[src/rtl/sbe_pkg.sv]
package sbe_pkg;

   localparam int DATA_DEPTH   = 256;
   localparam int RETURN_DEPTH = 256;
   localparam int PC_BITS      = 16;
   localparam int DA_BITS      = $clog2(DATA_DEPTH);
   localparam int RA_BITS      = $clog2(RETURN_DEPTH);
   localparam int DD_BITS      = DA_BITS + 1;
   localparam int RD_BITS      = RA_BITS + 1;
   localparam int MUL_BITS     = 32;

   typedef enum logic [4:0] {
      OP_PUSH   = 5'd0,
      OP_POP    = 5'd1,
      OP_CALL   = 5'd2,
      OP_RET    = 5'd3,
      OP_GOTO   = 5'd4,
      OP_IFGOTO = 5'd5,
      OP_EQ     = 5'd6,
      OP_GT     = 5'd7,
      OP_LT     = 5'd8,
      OP_ADD    = 5'd9,
      OP_SUB    = 5'd10,
      OP_MUL    = 5'd11,
      OP_DIV    = 5'd12,
      OP_DOT    = 5'd14
   } op_type;

   typedef enum logic [2:0] {
      ST_IDLE,
      ST_READ,
      ST_EXEC,
      ST_DIV,
      ST_OUT
   } state_type;

   // controller -> datapath
   typedef struct packed {
      logic load;     // capture request, issue stack reads
      logic exec;     // latch operands and product from read data
      logic div_go;   // start divider
      logic div_step; // one divider iteration
      logic commit;   // write state, build result
   } cmd_type;

   // datapath -> controller
   typedef struct packed {
      logic is_div;   // captured op needs divider
      logic div_done;
   } sts_type;

endpackage

[src/rtl/sbe_ctrl.sv]
module sbe_ctrl import sbe_pkg::*; (
   input  logic    clock,
   input  logic    reset,
   input  logic    req_valid,
   output logic    req_ready,
   output logic    rsp_valid,
   input  logic    rsp_ready,
   input  sts_type sts,
   output cmd_type cmd
);
   state_type state_ff, state_in;

   always_ff @(posedge clock) begin
      if (reset) begin
         state_ff <= ST_IDLE;
      end else begin
         state_ff <= state_in;
      end
   end

   always_comb begin
      state_in  = state_ff;
      cmd       = '0;
      req_ready = 1'b0;
      rsp_valid = 1'b0;
      unique case (state_ff)
         ST_IDLE: begin
            req_ready = 1'b1;
            if (req_valid) begin
               cmd.load = 1'b1;
               state_in = ST_READ;
            end
         end
         ST_READ: begin
            // operands land in a_ff/b_ff at this edge; commit follows in ST_EXEC, after ST_DIV for a divide
            cmd.exec = 1'b1;
            if (sts.is_div) begin
               cmd.div_go = 1'b1;
               state_in   = ST_DIV;
            end else begin
               state_in   = ST_EXEC;
            end
         end
         ST_DIV: begin
            cmd.div_step = 1'b1;
            if (sts.div_done) begin
               state_in = ST_EXEC;
            end
         end
         ST_EXEC: begin
            cmd.commit = 1'b1;
            state_in   = ST_OUT;
         end
         ST_OUT: begin
            rsp_valid = 1'b1;
            if (rsp_ready) begin
               state_in = ST_IDLE;
            end
         end
         default: state_in = ST_IDLE;
      endcase
   end

`ifndef NO_ASSERTIONS
   a_ready_idle: assert property (@(posedge clock) disable iff (reset)
      req_ready |-> !rsp_valid) else $error("ready while result pending");
   a_rsp_hold: assert property (@(posedge clock) disable iff (reset)
      rsp_valid && !rsp_ready |=> rsp_valid) else $error("result dropped");
   a_load_read: assert property (@(posedge clock) disable iff (reset)
      cmd.load |=> state_ff == ST_READ) else $error("load not followed by read");
`endif
endmodule

[config.mk]
export PLATFORM = sky130hd
export DESIGN_NAME = sbe_ctrl
export DESIGN_NICKNAME = d
export VERILOG_FILES = /design/src/rtl/sbe_pkg.sv /design/src/rtl/sbe_ctrl.sv
export SDC_FILE = /design/constraint.sdc
export NUM_CORES = 1
export LEC_CHECK = 0
export ABC_AREA = 1
export BUFFER_PORTS_ARGS = -buffer_cell sky130_fd_sc_hd__buf_2
export CORE_AREA = 2 2 39 41
export DETAILED_ROUTE_END_ITERATION = 8
export DIE_AREA = 0 0 41 43
export GPL_ROUTABILITY_DRIVEN = 0
export SLEW_MARGIN = 20
export SYNTH_ARGS = -nofsm -noshare
export SYNTH_HDL_FRONTEND = slang
export SYNTH_SLANG_ARGS = --single-unit
[constraint.sdc]
create_clock -name clock -period 1 [get_ports clock]
set_clock_uncertainty 0.2 [all_clocks]
set_input_delay 0.05 -clock clock [delete_from_list [all_inputs] [get_ports clock]]
set_output_delay 0.05 -clock clock [all_outputs]
set_load 0.01 [all_outputs]
==> impl_metrics.json <==
{
  "reg2reg_to": "state_ff[0]",
  "fp.dieH_um": 43,
  "dp_hpwl_um": 420,
  "rsz0062_at_grt": "yes",
  "max_freq_ghz": 0.796,
  "rows": 14,
  "globalRoute.totalOverflow": 0,
  "status": "finished with violations",
  "num-fill-cells": 176,
  "synth_area_um2": 190,
  "arrival_ps": 1010,
  "whs_ps": -72.4,
  "grt_pass1_wl_um": 876,
  "maxSlewViolCount": 0,
  "ctsHoldBuffers": 1,
  "ant_nets": 0,
  "antenna_found_initial": 0,
  "io_buffers": 12,
  "reg2regPathDepth": 5,
  "insertion_delay_ps": 230,
  "timing.rr.start": "state_ff[1]",
  "fin_ws_ps": -256,
  "violations": "hold timing, setup timing",
  "routedWlPerCell_um": 7.91,
  "synth_fp_nets": 40,
  "antenna_cells": 0,
  "yosysWarnings": 0,
  "total_power_mw": 0.624,
  "crit_path_max_fanout": 5,
  "hold_viol_final": 2,
  "final_common_cell": "buf_2",
  "hp-class": "in2reg",
  "ir_worst_vdd_v": 0.000538,
  "final_nets": 60,
  "coreArea_mm2": 0.00138,
  "cts.sinks": 3,
  "dieArea_mm2": 0.00176,
  "area_growth_pct": 95.4,
  "period_needed_ps": 1260,
  "hold_path_end": "state_ff[2]",
  "tritoncts": "done",
  "io_pins": 13,
  "synthCells": 34,
  "path_class": "reg2out",
  "first_global_vias": 233,
  "drc_errors": 0,
  "setup_violations": 9,
  "holdCritStartpoint": "rsp_ready",
  "startpoint_type": "register",
  "seqCellArea_um2": 68.8,
  "postLayoutCoreUtil": 0.269,
  "min_path_cells": 4,
  "multi_input_area_um2": 125,
  "syn_area_per_cell_um2": 5.59,
  "maxCapViolations": 0,
  "routed_wl_um": 546,
  "drt_iter0_markers": 2,
  "regMostFlops": "state_ff",
  "yosysSeqAreaShare": 0.316,
  "slew_headroom": 0.891,
  "clockBufferDepth": 2,
  "path_clk_slew_ps": 40,
  "vias": 255,
  "final_cell_mix": "11 x buf_2, 7 x inv_1, 4 x nor2_1, 4 x nand2_1",
  "cts_max_level": 1,
  "dpl-instance-area_um2": 280,
  "dr.pass1.iters": 2,
  "period_share": 1.26,
  "cts_buffers": 3,
  "synth-seq-cells": 3,
  "vias_per_cell": 3.70,
  "root_buffer": "clkbuf_4",
  "yosys.cell_types.count": 9,
  "largest_reg_flops": 3,
  "drive_gt1_frac": 0.585,
  "worst_pin_slew_ps": 162,
  "worstSetupEndpointType": "primary output",
  "start_util": 0.137,
  "reg2reg_setup_slack_ps": -80,
  "die_w_um": 41,
  "reg_top3": "state_ff (3)",
  "grt_start_max_net_pins": 6,
  "cp.required_ps": 750,
  "leakage_nw": 0.206,
  "final_design_area_no_fill_um2": 372,
  "powerDensity_mw_per_mm2": 1680,
  "grt_use_total": 0.0782
}
[cells in the mapped netlist]
cell       n  area share
inv_1     10        0.20
nor2_1     8        0.16
nand2_1    5       0.099
nand3_1    4        0.11
dfxtp_1    3        0.32
a21oi_1    1       0.026
nand3b_1   1       0.039
nor2_2     1       0.033
nor3_1     1       0.026
[metal layers]
| layer | vias to the layer above | share of wire | GRT usage |
|---|---|---|---|
| met4 | 0 | 0 | 0.0800 |
| met2 | 6 | 0.55 | 0.122 |
| met1 | 113 | 0.39 | 0.0767 |
| li1 | 136 | - | - |
| met3 | 0 | 0.057 | 0.0157 |
| met5 | - | 0 | 0 |
[where the power goes]
group	switching (mW)	internal, mW
registers	0.0338	0.141
clock network	0.0574	0.149
logic	0.124	0.119
total	0.215	0.408
[worst max path at each step]
stage	startpoint	end	cells past startpoint
final	state_ff[0]	cmd[3]	5
after global routing	state_ff[0]	cmd[0]	4
after CTS	state_ff[0]	cmd[2]	5
after detailed placement	state_ff[0]	state_ff[0]	5
after global placement	state_ff[2]	state_ff[0]	5
after floorplan	state_ff[1]	state_ff[0]	6
[critical path: stages, from the launching register on]
cell and delay [ps]:
dfxtp_4 390, inv_4 40, nor2_4 100, inv_2 40, nor2_1 70, buf_2 130
[cell families after synthesis]
| logic type | Yosys count | synth area share |
|---|---|---|
| flops | 3 | 0.316 |
| buf+inv | 10 | 0.197 |
| compound gates | 1 | 0.0263 |
| simple gates | 20 | 0.461 |
[repair_timing]
item | CTS | global route
endpoints found under the hold margin | 3 | 1
pin swaps | 3 | 4
buffers inserted | 0 | 1
gates resized for setup | 9 | 8
setup endpoints to repair | 9 | 9
cloned | 0 | 0
[final cells by class]
cell class	count	share of cell area
multi-input combinational	21	0.337
sequential	3	0.185
tap	16	0.0539
inverter	10	0.108
timing repair buffer	15	0.246
clock buffer	4	0.0707
[per-stage QoR]
step                      setup slack [ps]  setup TNS [ps]  hold slack, ps  std cells
after floorplan                      -54.4           -54.4           -85.0         34
after global placement               -91.2            -228            37.4         63
after detailed placement              -116            -309            47.1         63
after CTS                             -276           -1810           -28.8         68
after global routing                  -304           -2150           -39.9         69
final                                 -256           -1610           -72.4         69
Power figures use the tool's default switching activity.
